--- config.mk ---
export PLATFORM = sky130hd
export DESIGN_NAME = fsu_div
export DESIGN_NICKNAME = d
export VERILOG_FILES = /design/src/rtl/forth_data_stack_unit_assert.svh /design/src/rtl/fsu_pkg.sv /design/src/rtl/fsu_div.sv
export SDC_FILE = /design/constraint.sdc
export NUM_CORES = 1
export LEC_CHECK = 0
export BUFFER_PORTS_ARGS = -buffer_cell sky130_fd_sc_hd__buf_2
export CAP_MARGIN = 20
export CORE_MARGIN = 1.5
export CORE_UTILIZATION = 37
export CTS_CLUSTER_SIZE = 28
export DETAILED_ROUTE_END_ITERATION = 10
export PLACE_DENSITY = 0.57
export SLEW_MARGIN = 20
export SYNTH_ARGS = -nofsm -noshare
export SYNTH_HDL_FRONTEND = slang
export SYNTH_SLANG_ARGS = --single-unit
export TNS_END_PERCENT = 30
--- constraint.sdc ---
create_clock -name aclk -period 6.1 [get_ports aclk]
set_input_delay 1.22 -clock aclk [delete_from_list [all_inputs] [get_ports aclk]]
set_output_delay 1.22 -clock aclk [all_outputs]
set_load 0.01 [all_outputs]
--- src/rtl/forth_data_stack_unit_assert.svh ---
// Assertion macros shared by the stack unit's RTL.
// Each one samples on aclk and is disabled while aresetn is low.
`ifndef FORTH_DATA_STACK_UNIT_ASSERT_SVH
`define FORTH_DATA_STACK_UNIT_ASSERT_SVH

// A condition that holds at every clock edge.
`define FSU_ASSERT_ALWAYS(lbl, cond, msg) \
    lbl: assert property (@(posedge aclk) disable iff (!aresetn) (cond)) else $error(msg);

// A consequence that holds in the same cycle as its antecedent.
`define FSU_ASSERT_IMPLIES(lbl, ante, cons, msg) \
    lbl: assert property (@(posedge aclk) disable iff (!aresetn) (ante) |-> (cons)) \
        else $error(msg);

// A consequence that holds in the cycle after its antecedent.
`define FSU_ASSERT_NEXT(lbl, ante, cons, msg) \
    lbl: assert property (@(posedge aclk) disable iff (!aresetn) (ante) |=> (cons)) \
        else $error(msg);

`endif

--- src/rtl/fsu_pkg.sv ---
package fsu_pkg;

    localparam int WORD_W = 32;

    // Operation codes carried in the op field.
    localparam logic [4:0] OP_PUSH  = 5'd0;
    localparam logic [4:0] OP_POP   = 5'd1;
    localparam logic [4:0] OP_PEEK  = 5'd2;
    localparam logic [4:0] OP_OVER  = 5'd3;
    localparam logic [4:0] OP_DUP   = 5'd4;
    localparam logic [4:0] OP_DUPNZ = 5'd5;
    localparam logic [4:0] OP_SWAP  = 5'd6;
    localparam logic [4:0] OP_ADD   = 5'd7;
    localparam logic [4:0] OP_SUB   = 5'd8;
    localparam logic [4:0] OP_MUL   = 5'd9;
    localparam logic [4:0] OP_DIV   = 5'd10;
    localparam logic [4:0] OP_MOD   = 5'd11;
    localparam logic [4:0] OP_INC   = 5'd12;
    localparam logic [4:0] OP_DEC   = 5'd13;
    localparam logic [4:0] OP_ADD4  = 5'd14;
    localparam logic [4:0] OP_SUB4  = 5'd15;
    localparam logic [4:0] OP_CLEAR = 5'd16;

    // Status codes carried in the result beat.
    localparam logic [1:0] ST_OK    = 2'd0;
    localparam logic [1:0] ST_UNDER = 2'd1;
    localparam logic [1:0] ST_OVER  = 2'd2;
    localparam logic [1:0] ST_DIVZ  = 2'd3;

    // What a stack cell does at the next clock edge.
    typedef enum logic [1:0] {
        CELL_HOLD,
        CELL_FROM_ABOVE,
        CELL_FROM_BELOW,
        CELL_LOAD
    } cell_op_t;

    // Handshake state of the divider towards the controller.
    typedef struct packed {
        logic busy;
        logic done;
    } div_stat_t;

endpackage

--- src/rtl/fsu_div.sv ---
module fsu_div (
    input  logic                        aclk,
    input  logic                        aresetn,
    input  logic                        start,
    input  logic                        ack,
    input  logic [fsu_pkg::WORD_W-1:0]  dividend,
    input  logic [fsu_pkg::WORD_W-1:0]  divisor,
    output fsu_pkg::div_stat_t          stat,
    output logic [fsu_pkg::WORD_W-1:0]  quotient,
    output logic [fsu_pkg::WORD_W-1:0]  remainder
);

    localparam int CNT_W = $clog2(fsu_pkg::WORD_W);

    logic                        busy_reg;
    logic                        done_reg;
    logic [CNT_W-1:0]            cnt_reg;
    logic [fsu_pkg::WORD_W-1:0]  quo_reg;
    logic [fsu_pkg::WORD_W-1:0]  rem_reg;
    logic [fsu_pkg::WORD_W-1:0]  dvs_reg;
    logic [fsu_pkg::WORD_W:0]    partial;
    logic [fsu_pkg::WORD_W:0]    diff;

    // One restoring step per cycle: shift in the next dividend bit and try
    // to subtract the divisor.
    assign partial = {rem_reg, quo_reg[fsu_pkg::WORD_W-1]};
    assign diff    = partial - {1'b0, dvs_reg};

    always_ff @(posedge aclk) begin
        if (!aresetn) begin
            busy_reg <= 1'b0;
            done_reg <= 1'b0;
            cnt_reg  <= '0;
        end else begin
            if (start) begin
                busy_reg <= 1'b1;
                cnt_reg  <= '0;
                quo_reg  <= dividend;
                rem_reg  <= '0;
                dvs_reg  <= divisor;
            end else if (busy_reg) begin
                if (!diff[fsu_pkg::WORD_W]) begin
                    rem_reg <= diff[fsu_pkg::WORD_W-1:0];
                    quo_reg <= {quo_reg[fsu_pkg::WORD_W-2:0], 1'b1};
                end else begin
                    rem_reg <= partial[fsu_pkg::WORD_W-1:0];
                    quo_reg <= {quo_reg[fsu_pkg::WORD_W-2:0], 1'b0};
                end
                cnt_reg <= cnt_reg + CNT_W'(1);
                if (cnt_reg == CNT_W'(fsu_pkg::WORD_W - 1)) begin
                    busy_reg <= 1'b0;
                    done_reg <= 1'b1;
                end
            end
            if (ack) begin
                done_reg <= 1'b0;
            end
        end
    end

    assign stat.busy = busy_reg;
    assign stat.done = done_reg;
    assign quotient  = quo_reg;
    assign remainder = rem_reg;

endmodule

# == Word-level counts from Yosys, hierarchy flattened ==
# Cells that the tools add are included.
# word_totals
reg_bits,103
out_inout_bits,66
wordCells,25
# op_classes
addsub,2
n_eq_ne,1
n_mux,8
bitwise,2
n_reduce_logical,6
# op_table
op,count
two-way mux 32 bit,4
subtractor 33 x 32 -> 33 bit,1
adder 5 x 1 -> 5 bit (second input constant),1
equality test 5 bit (second input constant),1
two-way mux 1 bit,4
AND reduction 2 bit,2
OR reduction 2 bit,2
AND reduction 3 bit,1
NOT 1 bit,2
nonzero test 2 bit,1

# == Logic depth before layout (Yosys ltp) ==
# depth
ltp_word,4
mapped_depth,13
depth_no_buf,12

# == Least setup slack after synthesis ==
# Ideal clock, no wire load.
# synth_path
kind,input-to-reg
start,input start
end,register quo_reg (netlist bit quotient[0]) (enable)
arrival_time_ps,3239
t_required_ps,5673
setup_slack_ps,2434
stages,3
n_path_buf,2
path_cell_list,clkbuf_1 buf_1 o21a_1
# synth_between
elab_chain_cells,2
# synth_lines
element,line,text
start: declaration,fsu_div.sv:4,"input logic start,"
nonzero test 2 bit (no line),n/a,
AND reduction 2 bit (no line),n/a,
end signal: assignment,fsu_div.sv:38,quo_reg <= dividend;
end signal: assignment,fsu_div.sv:44,"quo_reg <= {quo_reg[fsu_pkg::WORD_W-2:0], 1'b1};"
end signal: assignment,fsu_div.sv:47,"quo_reg <= {quo_reg[fsu_pkg::WORD_W-2:0], 1'b0};"
end: declaration,fsu_div.sv:18,logic [fsu_pkg::WORD_W-1:0] quo_reg;
# Every way passes these cells.
# A chain may end at the register's enable or synchronous reset.

# == Worst setup path in the final report ==
# layout_path
start,register quo_reg (netlist bit quotient[31])
end,"register rem_reg (netlist bit remainder[5]), data pin"
# layout_between
elab_chain_cells,3
# layout_lines
element,line,text
subtractor 33 x 32 -> 33 bit,fsu_div.sv:27,"assign diff = partial - {1'b0, dvs_reg};"
two-way mux 32 bit,fsu_div.sv:42,if (!diff[fsu_pkg::WORD_W]) begin
two-way mux 32 bit,fsu_div.sv:41,end else if (busy_reg) begin
end signal: assignment,fsu_div.sv:43,rem_reg <= diff[fsu_pkg::WORD_W-1:0];
end signal: assignment,fsu_div.sv:46,rem_reg <= partial[fsu_pkg::WORD_W-1:0];
end: declaration,fsu_div.sv:19,logic [fsu_pkg::WORD_W-1:0] rem_reg;
# Every way passes these cells. The select of a mux whose other input is x is not followed.

==> run metrics <==
status completed; drt drc 0; flop-to-flop setup slack 1.96 ns; Initial Utilization 38.2%; Resize count post-CTS 0; layout cell share with drive strength beyond 1 29.7%; Vias 4259; Detail Placement HPWL 9380 µm; pre-CTS WS 1.91 ns; Area Overhead vs Synth 19.5%; slowest stage delay, CP 0.63 ns; CP Data Arrival Time 4.22 ns; Worst R2R Path Depth 13; post-CTS setup buffers 0; GR Overflow Total 0; EDFF count, synth 96; CP bufs+invs 2; via/cell ratio 5.01; clock sinks 103; initial antenna violation count 3; critical path startpoint category flip-flop; Detailed Route Iter0 Violations 199; Post-DRT Antenna Nets 0; CP top delay family compound AO/OA/AOI/OAI gates; VDD IR max 0.000151 V; Final WS setup 1.96 ns; Hold Crit Class flip-flop to flip-flop; sequential area share after synthesis 51.7%; drt pass-1 iters 4; drt wl/cell 15.0 µm; largest net degree at the start of global routing 70; Hold WS 0.521 ns; yosys synthesis warning count 0; highest clock rate 242 MHz; Critical Path End Type flip-flop; Worst-path clk slew 0.07 ns; final setup TNS 0 ns; Cell Area, Synth 5840 µm²; Die H 129 µm; Slew headroom 47.1%; port bufs 133; final hold viol count 0; worst endpoint required time 6.18 ns; pwr/cell area 292 nW/µm²; post-synthesis cell type count 53; number of global-route vias before repair 4200; latest clock arrival within the worst-skew pair 0.36 ns; Tcrit/Tclk final 67.8%; Final Instance Count excl. Fillers 850; CP cell instances inv_1 > ha_1 > fa_1 > nand2b_1 > a21oi_1 > nor4b_1 > o21ai_1 > a31oi_1 > o31ai_2 > xor2_4 > buf_4 > mux2i_1 > nor2_1; Global Route Usage Sum 15.9%; I/O Pins 134; crit path kind flip-flop to flip-flop; row count 45; post-layout min period 4.14 ns; Reg area 3020 µm²; die span in x 129 µm; final WL 12700 µm; syn_nets 610; final slew viol count 0; clk buf depth 2; CP max-delay cell xor2_4; CTS tree built; RSZ-0062 raised after global routing false; Least-Margin Pin Slew 0.794 ns; Synth Instances 507; main flop type after synthesis edfxtp_1; Static Leakage 0.00301 µW; Synth async-reset ratio 0%; H-Tree Depth 3; Crit path depth 13; Final nets 737; Clock Skew 0.0106 ns; CORE AREA 15300 µm²; worst hold stages 2; Layout fillers 1502; CTS Hold Bufs 0; Root Driver clkbuf_16; Setup violations, final 0; RD Place Congestion 0.828; placed instance count 834; multi-input logic area 2580 µm²; crit-path max FO 19; die area 16600 µm²; first-pass GRT wire length 20500 µm; maxcap violations 0; Antenna diodes 0; CTS buffer count 9; register bit total from synthesis 103; syn avg cell area 11.5 µm²
## metal layers
layer,part of all wire [%],wire (µm),vias up,track usage [%]
li1,-,-,2099,-
met1,46,5840,2003,20.6
met2,45,5720,129,24.9
met3,7.2,913,22,5.86
met4,1.7,217,6,5.22
met5,0.37,47,-,0
## where the power goes
part | switching [µW] | internal [µW]
registers | 36.2 | 851
clock network | 278 | 286
logic | 327 | 260
## worst paths after layout
check / start / to
max reg2reg: quotient[31] / remainder[5]
min reg2reg: cnt_reg[3] / cnt_reg[3]
max: quotient[31] / remainder[5]
min: cnt_reg[3] / cnt_reg[3]
## worst reg2reg max path, delay by kind of cell (launching register included)
kind	cells	cell delay [ns]
XOR/XNOR	1	0.63
multiplexers	1	0.23
flip-flops	1	0.36
buffers and inverters	2	0.50
AND/OR/NAND/NOR	3	0.35
adder cells (fa/ha/maj)	2	0.62
AO/OA/AOI/OAI	4	1.19
## per-stage QoR
step | area (µm²) | power (µW) | utilization [%]
2_1_floorplan | 5840 | 1340 | -
6_report | 6980 | 2040 | 45.6
5_1_grt | 6980 | 2160 | 45.6
3_3_place_gp | 6700 | 1490 | 43.8
3_5_place_dp | 6700 | 1490 | 43.8
4_1_cts | 6980 | 2070 | 45.6
## cell type report
type                    instances  share of cell area [%]
flip-flops and latches        103                    43.3
multi-input cells             345                    36.9
repair buffers                137                    9.96
well taps                     211                    3.78
clock buffers                  10                    3.28
inverters                      38                    2.04
clock inverters                 6                   0.735
## cells in the final DEF (no fill, tap or decap), drive strengths merged, types with 5 or more instances in the layout
cell type	synthesis	final
nand2b	5	5
o21a	8	8
nor3b	5	5
xor2	15	15
o211ai	5	5
nand2	28	28
a31oi	5	5
a21o	11	11
edfxtp	96	96
nor2	48	48
ha	34	34
xnor2	15	15
nor2b	6	6
nand4	8	8
mux2	31	31
clkbuf	9	10
buf	12	137
mux2i	29	29
inv	38	43
dfxtp	7	7
o21ai	22	22
a21oi	36	36
## kinds of logic (layout without fill, tap and decap cells)
logic type                 Yosys count  in the layout  synth area share, %
xor gates and xnor gates            30             30                 4.62
adders and majority gates           35             35                 7.62
DFF                                103            103                 51.7
buffers and inverters               59            191                 4.37
AOI/OAI and AO/OA                  105            105                 11.3
and+or+nand+nor                    115            115                 9.42
muxes                               60             60                 10.9
## Yosys cell counts (2+ instances only)
cell type   n  area, µm²
nand4_1     7       43.8
buf_2       3       15.0
nand2b_1    5       31.3
o31ai_1     3       22.5
o21ai_1     8       40.0
buf_4       2       15.0
nor2_1     48        180
nor3_1      2       10.0
ha_1       34        425
o21bai_1    2       15.0
buf_6       3       33.8
o21a_1      8       60.1
buf_1       4       15.0
clkbuf_1    9       33.8
edfxtp_1   96       2880
xnor2_1    15        131
and3_1      3       18.8
nand3_1     2       10.0
inv_1      38        143
a21oi_1    36        180
a211oi_1    2       15.0
mux2_2     31        349
a21boi_1    2       15.0
o211ai_1    5       37.5
o21ai_0    14       70.1
xor2_1     14        123
a31oi_1     5       31.3
nor2b_1     6       37.5
dfxtp_1     7        140
a21o_1     11       82.6
nand2_1    28        105
nor3b_1     5       37.5
mux2i_1    29        290
Note: power is estimated with default switching activity, not from simulation.
