File: src/rtl/forth_data_stack_unit_assert.svh
// Assertion macros shared by the stack unit's RTL.
// Each one samples on aclk and is disabled while aresetn is low.
`ifndef FORTH_DATA_STACK_UNIT_ASSERT_SVH
`define FORTH_DATA_STACK_UNIT_ASSERT_SVH

// A condition that holds at every clock edge.
`define FSU_ASSERT_ALWAYS(lbl, cond, msg) \
    lbl: assert property (@(posedge aclk) disable iff (!aresetn) (cond)) else $error(msg);

// A consequence that holds in the same cycle as its antecedent.
`define FSU_ASSERT_IMPLIES(lbl, ante, cons, msg) \
    lbl: assert property (@(posedge aclk) disable iff (!aresetn) (ante) |-> (cons)) \
        else $error(msg);

// A consequence that holds in the cycle after its antecedent.
`define FSU_ASSERT_NEXT(lbl, ante, cons, msg) \
    lbl: assert property (@(posedge aclk) disable iff (!aresetn) (ante) |=> (cons)) \
        else $error(msg);

`endif

File: src/rtl/fsu_pkg.sv
package fsu_pkg;

    localparam int WORD_W = 32;

    // Operation codes carried in the op field.
    localparam logic [4:0] OP_PUSH  = 5'd0;
    localparam logic [4:0] OP_POP   = 5'd1;
    localparam logic [4:0] OP_PEEK  = 5'd2;
    localparam logic [4:0] OP_OVER  = 5'd3;
    localparam logic [4:0] OP_DUP   = 5'd4;
    localparam logic [4:0] OP_DUPNZ = 5'd5;
    localparam logic [4:0] OP_SWAP  = 5'd6;
    localparam logic [4:0] OP_ADD   = 5'd7;
    localparam logic [4:0] OP_SUB   = 5'd8;
    localparam logic [4:0] OP_MUL   = 5'd9;
    localparam logic [4:0] OP_DIV   = 5'd10;
    localparam logic [4:0] OP_MOD   = 5'd11;
    localparam logic [4:0] OP_INC   = 5'd12;
    localparam logic [4:0] OP_DEC   = 5'd13;
    localparam logic [4:0] OP_ADD4  = 5'd14;
    localparam logic [4:0] OP_SUB4  = 5'd15;
    localparam logic [4:0] OP_CLEAR = 5'd16;

    // Status codes carried in the result beat.
    localparam logic [1:0] ST_OK    = 2'd0;
    localparam logic [1:0] ST_UNDER = 2'd1;
    localparam logic [1:0] ST_OVER  = 2'd2;
    localparam logic [1:0] ST_DIVZ  = 2'd3;

    // What a stack cell does at the next clock edge.
    typedef enum logic [1:0] {
        CELL_HOLD,
        CELL_FROM_ABOVE,
        CELL_FROM_BELOW,
        CELL_LOAD
    } cell_op_t;

    // Handshake state of the divider towards the controller.
    typedef struct packed {
        logic busy;
        logic done;
    } div_stat_t;

endpackage

File: src/rtl/fsu_cell.sv
module fsu_cell (
    input  logic                        aclk,
    input  fsu_pkg::cell_op_t           cmd,
    input  logic [fsu_pkg::WORD_W-1:0]  above_word,
    input  logic [fsu_pkg::WORD_W-1:0]  below_word,
    input  logic [fsu_pkg::WORD_W-1:0]  load_word,
    output logic [fsu_pkg::WORD_W-1:0]  word
);

    logic [fsu_pkg::WORD_W-1:0] word_reg;
    logic [fsu_pkg::WORD_W-1:0] word_next;

    always_comb begin
        case (cmd)
            fsu_pkg::CELL_FROM_ABOVE: word_next = above_word;
            fsu_pkg::CELL_FROM_BELOW: word_next = below_word;
            fsu_pkg::CELL_LOAD:       word_next = load_word;
            default:                  word_next = word_reg;
        endcase
    end

    always_ff @(posedge aclk) begin
        word_reg <= word_next;
    end

    assign word = word_reg;

endmodule

File: config.mk
export PLATFORM = sky130hd
export DESIGN_NAME = fsu_cell
export DESIGN_NICKNAME = d
export VERILOG_FILES = /design/src/rtl/forth_data_stack_unit_assert.svh /design/src/rtl/fsu_pkg.sv /design/src/rtl/fsu_cell.sv
export SDC_FILE = /design/constraint.sdc
export NUM_CORES = 1
export LEC_CHECK = 0
export ABC_AREA = 1
export BUFFER_PORTS_ARGS = -buffer_cell sky130_fd_sc_hd__buf_2
export CAP_MARGIN = 0
export CORE_MARGIN = 4
export CORE_UTILIZATION = 40
export CTS_CLUSTER_SIZE = 20
export DETAILED_ROUTE_END_ITERATION = 7
export GPL_TIMING_DRIVEN = 0
export PLACE_DENSITY = 0.8
export SETUP_SLACK_MARGIN = 0.3
export SKIP_CTS_REPAIR_TIMING = 1
export SYNTH_ARGS = -nofsm -noshare
export SYNTH_HDL_FRONTEND = slang
export SYNTH_SLANG_ARGS = --single-unit
export TNS_END_PERCENT = 100
File: constraint.sdc
create_clock -name aclk -period 2 [get_ports aclk]
set_input_delay 0.4 -clock aclk [delete_from_list [all_inputs] [get_ports aclk]]
set_output_delay 0.4 -clock aclk [all_outputs]
set_load 0.02 [all_outputs]
Word level (Yosys, flattened, before mapping):

Index checks and enable logic that the tools add are counted.

* register bits after elaboration: 32
* latch bits: 0
* bits in writable memories: 0
* ROM bits: 0
* bits of input ports: 99
* logic and storage cells: 6
* memories kept: 0

* add/sub/neg operators: 0
* multiply operators: 0
* div/mod/pow operators: 0
* magnitude comparators: 0
* eq/ne operators: 3
* shift operators: 0
* multiplexer cells: 1
* bitwise logic cells: 0
* reductions and logical operators: 1

Operators by type and width (number)
* $pmux W32 S3: 1
* $eq A2 B2 Y1 const B: 2
* $reduce_bool A3 Y1: 1
* $eq A2 B1 Y1 const B: 1

Longest topological paths before layout:

Gate-level depths: netlist (run 1).

* word-level depth: 2
* depth in mapped cells: 5

Worst setup path after synthesis (run 1):

Ideal clock, no wire load.

* path type: in2reg
* from: input cmd[0]
* to: register word_reg (netlist bit word[0]) (enable)
* setup time: 0.389 ns
* data arrival time: 1.395 ns
* slack: 0.216 ns
* stages: 4
* buffers on the path: 2
* cell sequence: buf_4 inv_4 buf_6 nand2_1

* longest elaborated chain between the ends: 2
* elaborated cells on any way between the ends: 4

Ends and longest elaborated chain
* from (decl): line fsu_cell.sv:3 `input fsu_pkg::cell_op_t cmd,`
* $eq A2 B2 Y1 / $eq A2 B1 Y1 (equally long branches): line fsu_cell.sv:14 `case (cmd)`
* $reduce_bool A3 Y1 (no source line) *
* to (signal assigned): line fsu_cell.sv:23 `word_reg <= word_next;`
* to (decl): line fsu_cell.sv:10 `logic [fsu_pkg::WORD_W-1:0] word_reg;`

Mark *: on every way between the ends. The rest lies on a longest branch, timed or not.
A chain may end at the register's enable or synchronous reset.

Worst setup path after layout (run 1):

* from: input cmd[1]
* to: register word_reg (netlist bit word[23]) (enable)

The elaborated chain is that of the path after synthesis.

==> impl_summary.log, run 1 <==
INFO  metric maximum_number_of_buffers_from_clock_root_to_sink = 2
INFO  metric slowest_delay = 470 ps
INFO  metric clk_root_buffer_cell = clkbuf_8
INFO  metric timing.final.hold_violations = 0
INFO  metric drt.antenna.violating_nets = 0
INFO  metric crit_required = 1850 ps
INFO  metric setup_tns = 0 ps
INFO  metric grt_max_degree = 33
INFO  metric routed.top_layer = met4
INFO  metric synth.cell_area = 0.00171 sq mm
INFO  metric finalNetCount = 415
INFO  metric timing_worst_slew_pin_value = 740 ps
INFO  metric htree_levels = 2
INFO  metric cp_max_fo = 32
INFO  metric cap_viol_max_count = 0
INFO  metric clkSlewWorstSetupHoldPaths = 60 ps
INFO  metric met2WireLength = 2.79 mm
INFO  metric cts_sinks = 32
INFO  metric synth-seq-area-share = 0.561
INFO  metric vias = 1806
INFO  metric timing.critical_path.slowest_stage_cell = nand2_2
INFO  metric synth_area_leaders = edfxtp_1, nand3_1, nand2_1
INFO  metric routed_via_density = 4.92
INFO  metric core_area = 0.00406 sq mm
INFO  metric cp.arrival = 1390 ps
INFO  metric fmaxAchievable = 0.649 GHz
INFO  metric area.growth.synth_to_final = 46.2%
INFO  metric antenna_found_initial = 0
INFO  metric power.static_leakage = 1.25 nW
INFO  metric routabilityCongestion = 0.803
INFO  metric die-width = 73.4 um
INFO  metric setup_viol = 0
INFO  metric dp_wirelength = 4.17 mm
INFO  metric finalWorstPathRequiredPeriod = 1540 ps
INFO  metric yosys_warnings = 0
INFO  metric tritoncts_clock_tree = built
INFO  metric worst_hold_path.num_cells = 3
INFO  metric synth_cells = 180
INFO  metric placed_cells_incl_taps = 359
INFO  metric worstSetupEndpointType = flop
INFO  metric worstHoldEndpoint = word[5]
INFO  metric run_status = complete, no violations
INFO  metric route.met3.wl = 525 um
INFO  metric ys_ff_latch = 32
INFO  metric critPathKind = primary input to flop
INFO  metric worstPathCellList = buf_2 > inv_1 > buf_2 > nand2_2
INFO  metric vias_in_the_first_global_route = 1774
INFO  metric die-area = 0.00539 sq mm
INFO  metric detail_route.wl_per_cell = 14.6 um
INFO  metric layout-drive-gt1-share = 0.483
INFO  metric grt_setup_unrepaired = no
INFO  metric largest_reg_flops = 32
INFO  metric synth-edff-count = 32
INFO  metric avgSynthCellArea = 9.52 sq um
INFO  metric min_path_type = primary input to flop
INFO  metric maxSlewHeadroom = 0.505
INFO  metric initial_utilization = 0.422
INFO  metric post-route-drc-count = 0
INFO  metric timing.final.max_slew_violations = 0
INFO  metric drt-met1-wl = 2.01 mm
INFO  metric postRouteWirelength = 5.36 mm
INFO  metric chipHeight = 73.4 um
INFO  metric power.density = 700 mW/mm^2
INFO  metric antennaDiodeCount = 0
INFO  metric cts-buffers-inserted = 5
INFO  metric start_kind = primary input
INFO  metric synthArstFlopShare = 0
INFO  metric global_route.overflow_total = 0
INFO  metric synth-main-ff-cell = edfxtp_1
INFO  metric synth_top_cells_by_count = nand3_1, nand2_1, edfxtp_1
INFO  metric layoutNonFillerInstCount = 367
INFO  metric grt_pass1_wl = 8.06 mm
INFO  metric first_pass_iters = 4
INFO  metric placement.io_buffers = 129
INFO  metric drt_iter0_drc = 89
INFO  metric worstHoldStart = above_word[5]
INFO  metric worst_ir_drop_vdd = 0.315 mV
INFO  metric synth_most_common_cell = nand3_1
INFO  metric synth.largest_area_cell = edfxtp_1
INFO  metric synth_fp_nets = 279
INFO  metric io_pins = 131
INFO  metric final_core_util = 0.617
INFO  metric final_min_period_over_clock_period = 0.771
INFO  metric synthDominantCellAreaShare = 0.561
INFO  metric grt_usage = 0.193
INFO  metric yosys.cell_types.count = 8
INFO  metric rows = 23
INFO  metric cp_common_cell = buf_2
==> per-layer routing <==
layer	GRT usage	vias to the layer above
li1	-	924
met1	0.231	799
met2	0.355	81
met3	0.0342	2
met4	0.0483	0
met5	0	-
==> layout make-up <==
type | count | area [sq um]
clock inverters | 1 | 3.75
repair buffers | 129 | 646
multi-input cells | 129 | 607
inverters | 2 | 10.0
well taps | 50 | 62.6
clock buffers | 7 | 76.3
fillers | 363 | 1550
plain buffers | 17 | 138
flip-flops and latches | 32 | 961
==> cell families after synthesis <==
kind of cell / Yosys count / synth area share
DFF: 32 / 0.561
buffers and inverters: 19 / 0.0862
and+or+nand+nor: 129 / 0.353
==> power by group <==
part | switching (mW) | internal [mW]
registers | 0.0167 | 0.833
logic | 0.265 | 0.181
clock network | 0.215 | 0.242
==> critical path: cells and delay by family <==
family	cells	cell delay, ps
buffers and inverters	3	520
AND/OR/NAND/NOR	1	470
==> cell usage in the layout, fill, tap and decap left out <==
cell type and n:
buf_4 6, buf_6 6, buf_2 134, nand3_1 96
clkbuf_1 2, clkbuf_8 5, inv_4 1, nand2_2 1
edfxtp_1 32, clkinv_1 1, nand2_1 32, inv_1 1
==> per-stage QoR <==
step	worst slack, ps	hold slack, ps	instance area, sq um	power (mW)
floorplan	523	603	1720	1.11
global placement	168	689	2420	1.30
detailed placement	156	692	2420	1.31
CTS	440	406	2500	1.77
global route	322	413	2500	1.83
finish	458	413	2500	1.75
==> how the worst max path moves through the flow <==
| stage | startpoint | to | slack (ps) | cells past startpoint |
|---|---|---|---|---|
| global route | cmd[1] | word[20] | 320 | 4 |
| finish | cmd[1] | word[23] | 460 | 4 |
| CTS | cmd[1] | word[25] | 440 | 4 |
| floorplan | cmd[0] | word[0] | 520 | 4 |
| global placement | cmd[1] | word[2] | 170 | 4 |
| detailed placement | cmd[1] | word[3] | 160 | 4 |
No activity file was read; power rests on OpenSTA's default activity.
==> inputs of run 2 (changes only) <==
- CORE_UTILIZATION: 40 -> 36
- PLACE_DENSITY: 0.8 -> 0.76
- clock period: 2 -> 1.3 ns (I/O delays scaled with it)
==> impl_summary.log, run 2 (synthesis results as in run 1) <==
INFO  metric cap_viol_max_count = 0 (unchanged)
INFO  metric layout_commonest_cell = buf_2 (unchanged)
INFO  metric placement.io_buffers = 129 (unchanged)
INFO  metric report.power.total = 2.84 mW (was 1.75 mW)
INFO  metric fmaxAchievable = 0.918 GHz
INFO  metric slowest_delay = 400 ps (was 470 ps)
INFO  metric worst_setup_path_endpoint = word[3] (was word[23])
INFO  metric initial_utilization = 0.383 (was 0.422)
INFO  metric layout-drive-gt1-share = 0.484 (was 0.483)
INFO  metric antennaDiodeCount = 0 (unchanged)
INFO  metric worstPathCellList = buf_6 (was buf_2 > inv_1 > buf_2 > nand2_2)
INFO  metric detail_route.wl_per_cell = 15.6 um (was 14.6 um)
INFO  metric maximum_number_of_buffers_from_clock_root_to_sink = 2 (unchanged)
INFO  metric cp-startpoint = word[3] (was cmd[1])
INFO  metric drt_iter0_drc = 120 (was 89)
INFO  metric clk_root_buffer_cell = clkbuf_8 (unchanged)
INFO  metric grt_setup_unrepaired = yes (was no)
INFO  metric tritoncts_clock_tree = built (unchanged)
INFO  metric route.met3.wl = 510 um (was 525 um)
INFO  metric vias = 1916 (was 1806)
INFO  metric grt_max_degree = 33 (unchanged)
INFO  metric timing.final.max_slew_violations = 0 (unchanged)
INFO  metric worst_ir_drop_vdd = 0.397 mV (was 0.315 mV)
INFO  metric final_cell_area = 0.00266 sq mm (was 0.00250 sq mm)
INFO  metric power.density = 1060 mW/mm^2 (was 700 mW/mm^2)
INFO  metric core_area = 0.00447 sq mm (was 0.00406 sq mm)
INFO  metric timing.final.hold_violations = 0 (unchanged)
INFO  metric cp.arrival = 830 ps (was 1390 ps)
INFO  metric dp_wirelength = 4.19 mm (was 4.17 mm)
INFO  metric area.growth.synth_to_final = 55.5% (was 46.2%)
INFO  metric timing_worst_slew_pin_value = 234 ps (was 740 ps)
INFO  metric clkSlewWorstSetupHoldPaths = 70 ps (was 60 ps)
INFO  metric timing.critical_path.slowest_stage_cell = edfxtp_1 (was nand2_2)
INFO  metric grt_usage = 0.185 (was 0.193)
INFO  metric first_pass_iters = 4 (unchanged)
INFO  metric start_kind = flop (was primary input)
INFO  metric routed.top_layer = met4 (unchanged)
INFO  metric routed_via_density = 5.18 (was 4.92)
INFO  metric worstSetupEndpointType = primary output (was flop)
INFO  metric final_min_period_over_clock_period = 0.838
INFO  metric min_path_type = primary input to flop (unchanged)
INFO  metric postPlaceCellArea = 0.00246 sq mm (was 0.00242 sq mm)
INFO  metric setup_tns = 0 ps (unchanged)
INFO  metric worst-path-buf-inv = 1 (was 3)
INFO  metric chipHeight = 77.0 um (was 73.4 um)
INFO  metric htree_levels = 2 (unchanged)
INFO  metric routabilityCongestion = 0.838 (was 0.803)
INFO  metric post-route-drc-count = 0 (unchanged)
INFO  metric cts_sinks = 32 (unchanged)
INFO  metric die-area = 0.00593 sq mm (was 0.00539 sq mm)
INFO  metric antenna_found_initial = 0 (unchanged)
INFO  metric rows = 24 (was 23)
INFO  metric critPathKind = flop to primary output (was primary input to flop)
INFO  metric run_status = complete, no violations (unchanged)
INFO  metric final_core_util = 0.595 (was 0.617)
INFO  metric io_pins = 131 (unchanged)
INFO  metric mostFrequentLayoutCells = buf_2, nand3_1, nand2_1, edfxtp_1, buf_6 (was buf_2, nand3_1, nand2_1, edfxtp_1)
INFO  metric maxSlewHeadroom = 0.844 (was 0.505)
INFO  metric cp_max_fo = 1 (was 32)
INFO  metric cp.depth = 1 (was 4)
INFO  metric finalNetCount = 416 (was 415)
INFO  metric drt-met1-wl = 2.22 mm (was 2.01 mm)
INFO  metric cts-buffers-inserted = 5 (unchanged)
INFO  metric finalWorstPathRequiredPeriod = 1090 ps
INFO  metric power.static_leakage = 1.30 nW (was 1.25 nW)
INFO  metric grt_pass1_wl = 8.67 mm (was 8.06 mm)
INFO  metric vias_in_the_first_global_route = 1820 (was 1774)
INFO  metric setup_viol = 0 (unchanged)
INFO  metric global_route.overflow_total = 0 (unchanged)
INFO  metric largest_reg_flops = 32 (unchanged)
INFO  metric die-width = 77.0 um (was 73.4 um)
INFO  metric crit_required = 1040 ps (was 1850 ps)
INFO  metric met2WireLength = 2.95 mm (was 2.79 mm)
INFO  metric drt.antenna.violating_nets = 0 (unchanged)
INFO  metric postRouteWirelength = 5.77 mm (was 5.36 mm)
INFO  metric cp_top_family = flip-flops (was buffers and inverters)
run 2: worst min path at each step:
| stage | slack [ps] | from | to | depth (start not counted) |
|---|---|---|---|---|
| 3_3_place_gp | 550 | above_word[31] | word[31] | 3 |
| 2_1_floorplan | 460 | above_word[10] | word[10] | 2 |
| 5_1_grt | 260 | above_word[27] | word[27] | 3 |
| 6_report | 260 | above_word[29] | word[29] | 3 |
| 4_1_cts | 260 | above_word[27] | word[27] | 3 |
| 3_5_place_dp | 550 | above_word[27] | word[27] | 3 |
run 2: stage by stage:
| step | setup WS [ps] | hold WS, ps | cells |
|---|---|---|---|
| 6_report | 210 | 265 | 370 |
| 4_1_cts | 195 | 256 | 369 |
| 2_1_floorplan | 290 | 463 | 180 |
| 5_1_grt | 184 | 260 | 370 |
| 3_5_place_dp | 36.3 | 554 | 361 |
| 3_3_place_gp | 55.4 | 550 | 361 |
run 2: power breakdown:
group	internal (mW)	switching, mW	total (mW)	leakage, nW
Combinational	0.365	0.421	0.786	0.929
Sequential	1.28	0.0423	1.32	0.330
Clock	0.372	0.354	0.726	0.0399
run 2: final cells by class:
cell class	count	area, sq um
Buffer	17	155
Clock inverter	1	3.75
Multi-Input combinational cell	130	632
Tap cell	52	65.1
Clock buffer	7	76.3
Sequential cell	32	961
Timing Repair Buffer	129	758
Inverter	2	12.5
Fill cell	409	1810
run 2: per-layer routing:
layer	track usage	vias up
li1	-	928
met1	0.202	873
met2	0.336	104
met3	0.0480	11
met4	0.0783	0
met5	0	-
